===== config.mk =====
export PLATFORM = sky130hd
export DESIGN_NAME = heat_rate_of_rise_detector
export DESIGN_NICKNAME = d
export VERILOG_FILES = /design/src/rtl/core/hrr_pkg.sv /design/src/rtl/core/hrr_eval.sv /design/src/rtl/core/heat_rate_of_rise_detector.sv
export SDC_FILE = /design/constraint.sdc
export NUM_CORES = 1
export LEC_CHECK = 0
export ABC_AREA = 1
export BUFFER_PORTS_ARGS = -buffer_cell sky130_fd_sc_hd__buf_2
export CORE_ASPECT_RATIO = 0.5
export CORE_MARGIN = 1.5
export CORE_UTILIZATION = 30
export DETAILED_ROUTE_END_ITERATION = 16
export PLACE_DENSITY = 0.5
export SKIP_CTS_REPAIR_TIMING = 1
export SYNTH_ARGS = -nofsm -noshare
export SYNTH_HDL_FRONTEND = slang
export SYNTH_SLANG_ARGS = --single-unit

===== constraint.sdc =====
create_clock -name clk_i -period 11.8 [get_ports clk_i]
set_clock_uncertainty 0.1 [all_clocks]
set_input_delay 1.18 -clock clk_i [delete_from_list [all_inputs] [get_ports clk_i]]
set_output_delay 1.18 -clock clk_i [all_outputs]
set_load 0.005 [all_outputs]

===== src/rtl/core/hrr_pkg.sv =====
package hrr_pkg;

  localparam int unsigned SampleW = 10;
  localparam int unsigned CoarseW = 8;
  localparam int unsigned AccW    = 16;
  localparam int unsigned LevelW  = 3;
  localparam int unsigned HistD   = 4;
  localparam int unsigned CfgIdxW = 3;
  localparam int unsigned CfgW    = 16;

  // register indexes on the configuration port
  localparam logic [CfgIdxW-1:0] REG_FAULT_LOW   = 3'd0;
  localparam logic [CfgIdxW-1:0] REG_FAULT_HIGH  = 3'd1;
  localparam logic [CfgIdxW-1:0] REG_FAULT_COUNT = 3'd2;
  localparam logic [CfgIdxW-1:0] REG_RISE_ONE    = 3'd3;
  localparam logic [CfgIdxW-1:0] REG_RISE_TWO    = 3'd4;
  localparam logic [CfgIdxW-1:0] REG_FIXED_HEAT  = 3'd5;
  localparam logic [CfgIdxW-1:0] REG_PERIOD      = 3'd6;
  localparam logic [CfgIdxW-1:0] REG_MIN_DROP    = 3'd7;

  // alarm level codes
  localparam logic [LevelW-1:0] LVL_FAULT  = 3'd0;
  localparam logic [LevelW-1:0] LVL_NORMAL = 3'd1;
  localparam logic [LevelW-1:0] LVL_RISE1  = 3'd2;
  localparam logic [LevelW-1:0] LVL_RISE2  = 3'd3;
  localparam logic [LevelW-1:0] LVL_FIXED  = 3'd4;

  localparam logic CMD_SAMPLE = 1'b0;
  localparam logic CMD_SEED   = 1'b1;

  localparam logic [3:0]        QuietTicks = 4'd3;
  localparam logic [3:0]        QuietPark  = 4'd10;
  localparam logic [CoarseW-1:0] DropDouble = 8'd8;
  localparam logic [CoarseW-1:0] DropTriple = 8'd16;

  typedef struct packed {
    logic               command;
    logic [SampleW-1:0] adc_sample;
    logic [SampleW-1:0] average_value;
    logic               timer_due;
  } in_item_t;

  typedef struct packed {
    logic [LevelW-1:0] alarm_level;
    logic              sensor_fault;
    logic [AccW-1:0]   rise_total;
  } out_item_t;

  typedef struct packed {
    logic [SampleW-1:0] fault_low_limit;
    logic [SampleW-1:0] fault_high_limit;
    logic [7:0]         fault_count_limit;
    logic [AccW-1:0]    rise_stage_one_limit;
    logic [AccW-1:0]    rise_stage_two_limit;
    logic [SampleW-1:0] fixed_heat_limit;
    logic [3:0]         history_period;
    logic [7:0]         minimum_drop;
  } cfg_t;

  localparam cfg_t CfgReset = '{
    fault_low_limit:      10'd5,
    fault_high_limit:     10'd1000,
    fault_count_limit:    8'd9,
    rise_stage_one_limit: 16'd375,
    rise_stage_two_limit: 16'd450,
    fixed_heat_limit:     10'd382,
    history_period:       4'd5,
    minimum_drop:         8'd2
  };

endpackage


===== src/rtl/core/hrr_eval.sv =====
module hrr_eval import hrr_pkg::*; (
  input  logic      clk_i,
  input  logic      rst_ni,
  input  logic      fire_i,
  input  in_item_t  item_i,
  input  cfg_t      cfg_i,
  output out_item_t res_o
);

  logic [CoarseW-1:0] hist_q [HistD];
  logic [CoarseW-1:0] hist_d [HistD];
  logic [3:0]         tick_q, tick_d;
  logic [3:0]         quiet_q, quiet_d;
  logic [AccW-1:0]    acc_q, acc_d;
  logic [7:0]         bad_q, bad_d;
  logic               fault_q, fault_d;
  logic [LevelW-1:0]  level_q, level_d;

  logic [CoarseW-1:0] coarse;
  logic [CoarseW-1:0] oldest;
  logic [CoarseW-1:0] drop;
  logic [9:0]         amount;
  logic [AccW:0]      sum;
  logic [3:0]         tick_inc;
  logic [3:0]         quiet_tmp;
  logic [AccW-1:0]    acc_tmp;
  logic               shift;
  logic               bad;
  logic               counted;

  assign coarse   = item_i.adc_sample[SampleW-1:2];
  assign tick_inc = (tick_q == 4'hF) ? tick_q : tick_q + 4'd1;
  assign shift    = tick_inc >= cfg_i.history_period;
  // after a shift the old slot two becomes the oldest
  assign oldest   = shift ? hist_q[2] : hist_q[3];
  assign drop     = oldest - coarse;
  assign counted  = (oldest > coarse) && (drop >= cfg_i.minimum_drop);
  assign amount   = {2'b00, drop}
                  + ((drop >= DropDouble) ? {2'b00, drop} : 10'd0)
                  + ((drop >= DropTriple) ? {2'b00, drop} : 10'd0);
  assign sum      = {1'b0, acc_q} + {{(AccW-9){1'b0}}, amount};
  assign bad      = (item_i.adc_sample < cfg_i.fault_low_limit) ||
                    (item_i.adc_sample > cfg_i.fault_high_limit);

  always_comb begin
    hist_d    = hist_q;
    tick_d    = tick_q;
    quiet_d   = quiet_q;
    acc_d     = acc_q;
    bad_d     = bad_q;
    fault_d   = fault_q;
    level_d   = level_q;
    quiet_tmp = quiet_q;
    acc_tmp   = acc_q;
    if (item_i.command == CMD_SEED) begin
      for (int i = 0; i < HistD; i++) begin
        hist_d[i] = item_i.average_value[SampleW-1:2];
      end
    end else begin
      if (bad) begin
        bad_d = (bad_q == 8'hFF) ? bad_q : bad_q + 8'd1;
        if (bad_d > cfg_i.fault_count_limit) begin
          fault_d = 1'b1;
        end
      end else begin
        bad_d   = '0;
        fault_d = 1'b0;
      end
      if (item_i.timer_due) begin
        tick_d = tick_inc;
        if (shift) begin
          tick_d    = '0;
          hist_d[3] = hist_q[2];
          hist_d[2] = hist_q[1];
          hist_d[1] = hist_q[0];
        end
        hist_d[0] = coarse;
        if (counted) begin
          quiet_tmp = '0;
          acc_tmp   = sum[AccW] ? {AccW{1'b1}} : sum[AccW-1:0];
        end else begin
          quiet_tmp = (quiet_q == 4'hF) ? quiet_q : quiet_q + 4'd1;
        end
        if (quiet_tmp >= QuietTicks) begin
          acc_d   = '0;
          quiet_d = QuietPark;
        end else begin
          acc_d   = acc_tmp;
          quiet_d = quiet_tmp;
        end
        level_d = LVL_NORMAL;
        if (acc_d > cfg_i.rise_stage_one_limit) level_d = LVL_RISE1;
        if (acc_d > cfg_i.rise_stage_two_limit) level_d = LVL_RISE2;
        if (item_i.average_value <= cfg_i.fixed_heat_limit) level_d = LVL_FIXED;
        if (fault_d) level_d = LVL_FAULT;
      end
    end
  end

  always_ff @(posedge clk_i or negedge rst_ni) begin
    if (!rst_ni) begin
      for (int i = 0; i < HistD; i++) begin
        hist_q[i] <= '0;
      end
      tick_q  <= '0;
      quiet_q <= '0;
      acc_q   <= '0;
      bad_q   <= '0;
      fault_q <= 1'b0;
      level_q <= LVL_NORMAL;
    end else if (fire_i) begin
      hist_q  <= hist_d;
      tick_q  <= tick_d;
      quiet_q <= quiet_d;
      acc_q   <= acc_d;
      bad_q   <= bad_d;
      fault_q <= fault_d;
      level_q <= level_d;
    end
  end

  assign res_o.alarm_level  = level_d;
  assign res_o.sensor_fault = fault_d;
  assign res_o.rise_total   = acc_d;

endmodule


===== src/rtl/core/heat_rate_of_rise_detector.sv =====
// channel  | direction | handshake                | payload
// input    | in        | in_valid_i / in_stall_o  | in_item_i  (in_item_t)
// output   | out       | out_valid_o / out_stall_i| out_item_o (out_item_t)
// config   | in        | cfg_we_i                 | cfg_idx_i, cfg_data_i
//
// one beat per cycle sustained while the output is not stalled; a result passes through the
// input register, then through evaluation into a two-entry result buffer
// reset clears all detector state and loads the default limits
// input stalls only when the input register is held and both result slots are full
// configuration writes take effect on the next edge

module heat_rate_of_rise_detector import hrr_pkg::*; (
  input  logic               clk_i,
  input  logic               rst_ni,
  input  logic               in_valid_i,
  output logic               in_stall_o,
  input  in_item_t           in_item_i,
  output logic               out_valid_o,
  input  logic               out_stall_i,
  output out_item_t          out_item_o,
  input  logic               cfg_we_i,
  input  logic [CfgIdxW-1:0] cfg_idx_i,
  input  logic [CfgW-1:0]    cfg_data_i
);

  cfg_t      cfg_q;
  in_item_t  in_q;
  logic      in_vld_q, in_vld_d;
  out_item_t slot_q [2];
  logic [1:0] cnt_q, cnt_d;
  out_item_t res;
  logic      in_acc, adv, pop, full;

  assign full       = cnt_q == 2'd2;
  assign in_stall_o = in_vld_q & full;
  assign in_acc     = in_valid_i & ~in_stall_o;
  assign adv        = in_vld_q & ~full;
  assign pop        = out_valid_o & ~out_stall_i;
  assign in_vld_d   = in_acc | (in_vld_q & ~adv);

  always_ff @(posedge clk_i or negedge rst_ni) begin
    if (!rst_ni) begin
      cfg_q <= CfgReset;
    end else if (cfg_we_i) begin
      case (cfg_idx_i)
        REG_FAULT_LOW:   cfg_q.fault_low_limit      <= cfg_data_i[SampleW-1:0];
        REG_FAULT_HIGH:  cfg_q.fault_high_limit     <= cfg_data_i[SampleW-1:0];
        REG_FAULT_COUNT: cfg_q.fault_count_limit    <= cfg_data_i[7:0];
        REG_RISE_ONE:    cfg_q.rise_stage_one_limit <= cfg_data_i[AccW-1:0];
        REG_RISE_TWO:    cfg_q.rise_stage_two_limit <= cfg_data_i[AccW-1:0];
        REG_FIXED_HEAT:  cfg_q.fixed_heat_limit     <= cfg_data_i[SampleW-1:0];
        REG_PERIOD:      cfg_q.history_period       <= cfg_data_i[3:0];
        REG_MIN_DROP:    cfg_q.minimum_drop         <= cfg_data_i[7:0];
        default: ;
      endcase
    end
  end

  always_ff @(posedge clk_i or negedge rst_ni) begin
    if (!rst_ni) begin
      in_vld_q <= 1'b0;
    end else begin
      in_vld_q <= in_vld_d;
    end
  end

  always_ff @(posedge clk_i) begin
    if (in_acc) begin
      in_q <= in_item_i;
    end
  end

  hrr_eval u_eval (
    .clk_i  (clk_i),
    .rst_ni (rst_ni),
    .fire_i (adv),
    .item_i (in_q),
    .cfg_i  (cfg_q),
    .res_o  (res)
  );

  // two-entry result buffer, slot 0 is the head
  always_comb begin
    cnt_d = cnt_q;
    case ({adv, pop})
      2'b10:   cnt_d = cnt_q + 2'd1;
      2'b01:   cnt_d = cnt_q - 2'd1;
      default: cnt_d = cnt_q;
    endcase
  end

  always_ff @(posedge clk_i or negedge rst_ni) begin
    if (!rst_ni) begin
      cnt_q <= '0;
    end else begin
      cnt_q <= cnt_d;
    end
  end

  always_ff @(posedge clk_i) begin
    if (pop) begin
      if (cnt_q == 2'd2) begin
        slot_q[0] <= slot_q[1];
      end else if (adv) begin
        slot_q[0] <= res;
      end
    end else if (adv) begin
      if (cnt_q == 2'd0) begin
        slot_q[0] <= res;
      end else begin
        slot_q[1] <= res;
      end
    end
  end

  assign out_valid_o = cnt_q != 2'd0;
  assign out_item_o  = slot_q[0];

endmodule

==> parameters.txt, run 1 <==
Parameter                              Value

Route
  Drt total wl    approximately 33000 µm
  Iter 0 DRT Violations    605
  DRC violation count after routing    0
  First-pass iteration count of the detailed router    5
  Number of vias in the routed layout    ~9900
  Post-DRT Antenna Nets    0
  Vias per Instance    4.47
  Routed WL per cell    14.7 µm

Die
  Total Die Area    45100 µm²
  Starting Density    0.309
  Number of rows in the core area    53
  Die Y    151 µm
  Total core area    42600 µm²
  IO Pins    68
  Overall die width    299 µm

Clock network
  TritonCTS buffer count    24
  Maximum root-to-sink buffer count    3
  Worst-skew pair later-pin latency    550 ps
  Root Buffer Master    clkbuf_16
  Clock sinks    around 220
  CTS clk-pin slew, worst paths    ~70 ps
  Number of levels in the clock H-tree    1
  CTS tree    done

Finish
  Layout cells sized above 1    0.114
  Net count, final    1793
  Most frequent cells in the layout    381 x nand2_1, 264 x inv_1, 189 x o21ai_0
  Post-route insts no fill    between 2000 and 2500
  Signed area change from the synthesized netlist to the final layout    11.5%
  Most common library cell in the layout ignoring fill and taps    nand2_1

Timing
  Final hold slack    384 ps
  Worst-case setup margin in the final layout    roughly 2600 ps
  Final setup violation count    0
  Minimum period implied by the final worst setup slack    9250 ps
  Max Clk Rate    108 MHz
  Number of hold violations in the final report    0
  Rel. slew slack    0.301
  Final-layout setup total negative slack    0 ps
  Measured slew at the worst slew-check pin    around 1000 ps
  Setup repair after global routing missed its margin    false
  Portion of the clock cycle consumed by the worst path in the final layout    0.784
  Number of max-slew violations in the final report    0

Synthesis
  Count of flip-flops with a built-in enable after synthesis    62
  Most used flip-flop cell after synthesis    dfrtp_1
  Count of state elements after synthesis    215
  Count of warnings emitted by yosys    0
  Synth unique cells    52
  Syn_area_per_cell    around 8.3 µm²
  Portion of the post-synthesis area used by sequential elements    0.436
  Async SR Flop Fraction    0.712
  Synthesized Nets    1757
  Cell area after synthesis    13100 µm²
  Synth Instances    1590

Placed design
  Placed cells    ~2200
  Estimated wirelength of the detail-placed design    between 20000 and 25000 µm
  Quantity of I/O buffers inserted on ports    67
  Worst slack after detailed placement    2530 ps
  Placer congestion estimate    0.858

Setup path
  Kind of end point of the critical path    register
  Cell seen most often among critical-path stages    nand2_1
  Data required, critical path    12110 ps
  Arrival time reported for the critical path endpoint    9560 ps
  Sum of buffers and inverters on the critical path    5
  Category of cells accounting for the largest share of critical-path delay    simple AND/OR/NAND/NOR gates
  Kind of critical path    reg -> reg
  CP Max Fanout    20
  Largest stage delay on the critical path    510 ps
  Critical Path Source Type    register
  Launch instance of the worst register-to-register path    u_eval.tick_q[0]
  Startpoint of the most critical setup path    u_eval.tick_q[0]
  Cell type of the slowest stage on the worst timing path    fa_1

Worst hold path
  Start point of the worst hold path    cfg_q[61]
  Kind of path behind the tightest hold check    reg -> reg

GRT
  Overflow left after global routing    0
  Vias in the first global route    9371
  Number of antenna violations at the first check in global routing    1
  Global-route wire length before repair    52000 µm
  Pin count of the biggest net entering global routing    97
  Total Routing Usage GR    0.146

Job
  MaxCap Viol Count    0

Outcome
  Status    complete, no violations
layout make-up:
type	instances	area (µm²)
well taps	577	722
flip-flops and latches	215	5730
clock buffers	34	658
inverters	268	1010
multi-input cells	1038	6020
fillers	4584	27900
diodes	1	2.50
clock inverters	10	72.6
repair buffers	79	432
Yosys cell counts (all sizes together), types with 3 or more instances:
| cell | instances | area (µm²) |
|---|---|---|
| nor2 | 68 | 258 |
| o21ai | 203 | 1030 |
| buf | 33 | 255 |
| xor2 | 18 | 158 |
| nand4 | 19 | 119 |
| or2 | 3 | 18.8 |
| dfrtp | 121 | 3030 |
| ha | 110 | 1380 |
| o21bai | 4 | 30.0 |
| nand3 | 68 | 385 |
| inv | 266 | 1000 |
| dfstp | 32 | 841 |
| fa | 11 | 220 |
| clkbuf | 36 | 135 |
| o211ai | 7 | 52.6 |
| nand2 | 400 | 1580 |
| nand3b | 11 | 82.6 |
| a21oi | 75 | 390 |
| nor3 | 9 | 45.0 |
| xnor2 | 14 | 123 |
| edfxtp | 62 | 1860 |
routing by layer:
layer,wire [µm],track usage,up-vias
met2,13800,0.226,127
met5,0,0,-
met4,597,0.0316,0
li1,-,-,5198
met1,17100,0.216,4578
met3,983,0.0214,38
final timing paths:
kind,slack [ps],cells past startpoint,end
worst max-delay path,2550,53,slot_q[0][18]
worst min-delay path,380,2,cfg_q[61]
worst max register to register,2550,53,slot_q[0][18]
worst min register to register,380,2,cfg_q[61]
max in group asynchronous,9660,2,u_eval.hist_q[5]
min in group asynchronous,630,1,cfg_q[66]
worst min-delay path, cell delays in order (launching register included):
cell and delay (ps):
dfrtp_1 340, nand2_1 50, o21ai_0 60
per-stage QoR:
stage | util | cell area (µm²)
after floorplan | - | 13100
after global placement | 0.327 | 13900
after detailed placement | 0.327 | 13900
after CTS | 0.344 | 14600
after global routing | 0.344 | 14600
final | 0.344 | 14600
registers in the layout (all words and copies together), names as in the netlist:
register / cells
cfg_q: 82
cnt_q: 2
in_q: 22
in_vld_q: 1
slot_q: 40
u_eval.acc_q: 16
u_eval.bad_q: 8
u_eval.fault_q: 1
u_eval.hist_q: 32
u_eval.level_q: 3
u_eval.quiet_q: 4
u_eval.tick_q: 4
kinds of logic after synthesis:
logic type / after synthesis / synth area share
AND/OR/NAND/NOR: 580 / 0.190
buffers and inverters: 337 / 0.107
AO/OA/AOI/OAI: 304 / 0.123
flip-flops: 215 / 0.436
adder cells (fa/ha/maj): 121 / 0.122
XOR/XNOR: 32 / 0.0213
multiplexers: 1 / 0.000857
Power of run 1 is left out: the tool's default activity adds up to more than one toggle a clock period on the data nets, which glitch-free logic cannot reach.
==> inputs of run 2 (changes only) <==
--- a/config.mk
+++ b/config.mk
@@ -11,7 +11,7 @@
 export CORE_MARGIN = 1.5
 export CORE_UTILIZATION = 30
 export DETAILED_ROUTE_END_ITERATION = 16
-export PLACE_DENSITY = 0.5
+export PLACE_DENSITY = 0.51
 export SKIP_CTS_REPAIR_TIMING = 1
 export SYNTH_ARGS = -nofsm -noshare
 export SYNTH_HDL_FRONTEND = slang
==> constraint.sdc (replaced) <==
create_clock -name clk_i -period 8.5 [get_ports clk_i]
set_clock_uncertainty 0.1 [all_clocks]
set_input_delay 0.85 -clock clk_i [delete_from_list [all_inputs] [get_ports clk_i]]
set_output_delay 0.85 -clock clk_i [all_outputs]
set_load 0.005 [all_outputs]
==> parameters.txt, run 2 (synthesis results as in run 1) <==
Parameter                              Value

Finish
  Layout Utilization    0.368 (+0.0239)
  Flip-flop count of the largest register after layout    82 (unchanged)
  Layout cells sized above 1    0.194 (+0.0805)
  Net count, final    1837 (+2.5%)
  Post-route standard cell area excluding fillers    15700 µm² (+7.0%)
  Most flops, register    cfg_q
  Most frequent cells in the layout    359 x nand2_1, 254 x inv_1, 176 x o21ai_0
  Most common library cell in the layout ignoring fill and taps    nand2_1
  Signed area change from the synthesized netlist to the final layout    19.3%
  Largest regs    cfg_q: 82 flops, slot_q: 40 flops, u_eval.hist_q: 32 flops
  Antenna diode count    0 (-1)

Timing
  Number of max-slew violations in the final report    0 (unchanged)
  Setup repair after global routing missed its margin    true
  Portion of the clock cycle consumed by the worst path in the final layout    0.965 (+0.181)
  Measured slew at the worst slew-check pin    1160 ps (+117 ps)
  Minimum period implied by the final worst setup slack    8200 ps (-1050 ps)
  Number of hold violations in the final report    0 (unchanged)
  Final setup violation count    0 (unchanged)
  Max Clk Rate    122 MHz (+13%)
  Rel. slew slack    0.224 (-0.0771)

Clock network
  Worst-skew pair later-pin latency    560 ps (about the same)
  Maximum root-to-sink buffer count    3 (unchanged)
  Clock sinks    215 (unchanged)
  Number of levels in the clock H-tree    1 (unchanged)
  Root Buffer Master    clkbuf_16
  CTS tree    done
  TritonCTS buffer count    25 (+4.2%)
  CTS clk-pin slew, worst paths    60 ps (about the same)

Placed design
  Placed standard-cell area    14000 µm² (+0.97%)
  Quantity of I/O buffers inserted on ports    67 (unchanged)
  Estimated wirelength of the detail-placed design    24000 µm (-1.1%)
  Placer congestion estimate    0.900 (+4.9%)

Setup path
  CP Max Fanout    8 (-60%)
  Cell seen most often among critical-path stages    nand2_1
  Kind of critical path    reg -> reg
  Data required, critical path    8700 ps (-3410 ps)
  Arrival time reported for the critical path endpoint    8400 ps (-1160 ps)
  Sum of buffers and inverters on the critical path    10 (+5)
  Critical Path Source Type    register
  Category of cells accounting for the largest share of critical-path delay    simple AND/OR/NAND/NOR gates
  Largest stage delay on the critical path    450 ps (-60 ps)
  Kind of end point of the critical path    register
  Cell type of the slowest stage on the worst timing path    fa_1

Die
  Total core area    42600 µm² (unchanged)
  Number of rows in the core area    53 (unchanged)
  Starting Density    0.309 (unchanged)
  Die Y    151 µm (unchanged)
  IO Pins    68 (unchanged)
  Total Die Area    45100 µm² (unchanged)
  Overall die width    299 µm (unchanged)

GRT
  Pin count of the biggest net entering global routing    94 (-3.1%)
  Total Routing Usage GR    0.146 (-0.000283)
  Overflow left after global routing    0 (unchanged)
  Number of antenna violations at the first check in global routing    2 (+1)
  Global-route wire length before repair    52300 µm (+0.56%)
  Vias in the first global route    9809 (+4.7%)

Route
  Iter 0 DRT Violations    571 (-5.6%)
  Routed WL per cell    14.6 µm (-0.67%)
  Post-DRT Antenna Nets    0 (unchanged)
  First-pass iteration count of the detailed router    5 (unchanged)
  DRC violation count after routing    0 (unchanged)
  Drt total wl    33000 µm (+1.3%)
  Vias per Instance    4.51 (+0.87%)
  Number of vias in the routed layout    10226 (+2.9%)

Worst hold path
  Kind of path behind the tightest hold check    in -> async

Outcome
  Status    complete, no violations

Job
  MaxCap Viol Count    0 (unchanged)
-- run 2: final cells by class --
type | instances | area [µm²]
Clock inverter | 12 | 181
Sequential cell | 215 | 5730
Clock buffer | 34 | 729
Timing Repair inverter | 1 | 6.26
Inverter | 268 | 1020
Tap cell | 577 | 722
Fill cell | 4394 | 26900
Multi-Input combinational cell | 1039 | 6520
Timing Repair Buffer | 120 | 762
-- run 2: stage by stage --
step                worst slack, ps  hold slack [ps]  setup TNS, ps  std cells
floorplan                       361              353              0       1590
global placement               88.1              366              0       2195
detailed placement            -94.0              374           -170       2195
CTS                            -175              321           -481       2241
global route                   -279              341           -989       2266
finish                          297              273              0       2266
-- run 2: per-layer routing --
| metal | GRT usage | wire length (µm) | part of all wire |
|---|---|---|---|
| met1 | 0.204 | 16400 | 0.50 |
| met2 | 0.238 | 14700 | 0.45 |
| met3 | 0.0218 | 1120 | 0.034 |
| met4 | 0.0386 | 748 | 0.023 |
| met5 | 0 | 0 | 0 |
-- run 2: worst reg2reg max path, delay by kind of cell (launching register included) --
| family | cells | cell delay, ps |
|---|---|---|
| AND/OR/NAND/NOR | 30 | 3120 |
| buffers and inverters | 10 | 870 |
| adder cells (fa/ha/maj) | 8 | 2260 |
| AO/OA/AOI/OAI | 8 | 830 |
| XOR/XNOR | 2 | 370 |
| flip-flops | 1 | 380 |
-- run 2: path summary, 6_finish.rpt --
check	startpoint	end	slack, ps	depth (start not counted)
max in group asynchronous	rst_ni	u_eval.level_q[2]	6640	2
hold reg to reg	cfg_q[45]	cfg_q[45]	380	2
setup / recovery	u_eval.tick_q[1]	slot_q[0][17]	300	58
setup reg to reg	u_eval.tick_q[1]	slot_q[0][17]	300	58
hold / removal	rst_ni	cfg_q[73]	270	1
min in group clk_i	in_item_i[0]	in_q[0]	360	1
Power of run 2 is left out for the same reason.
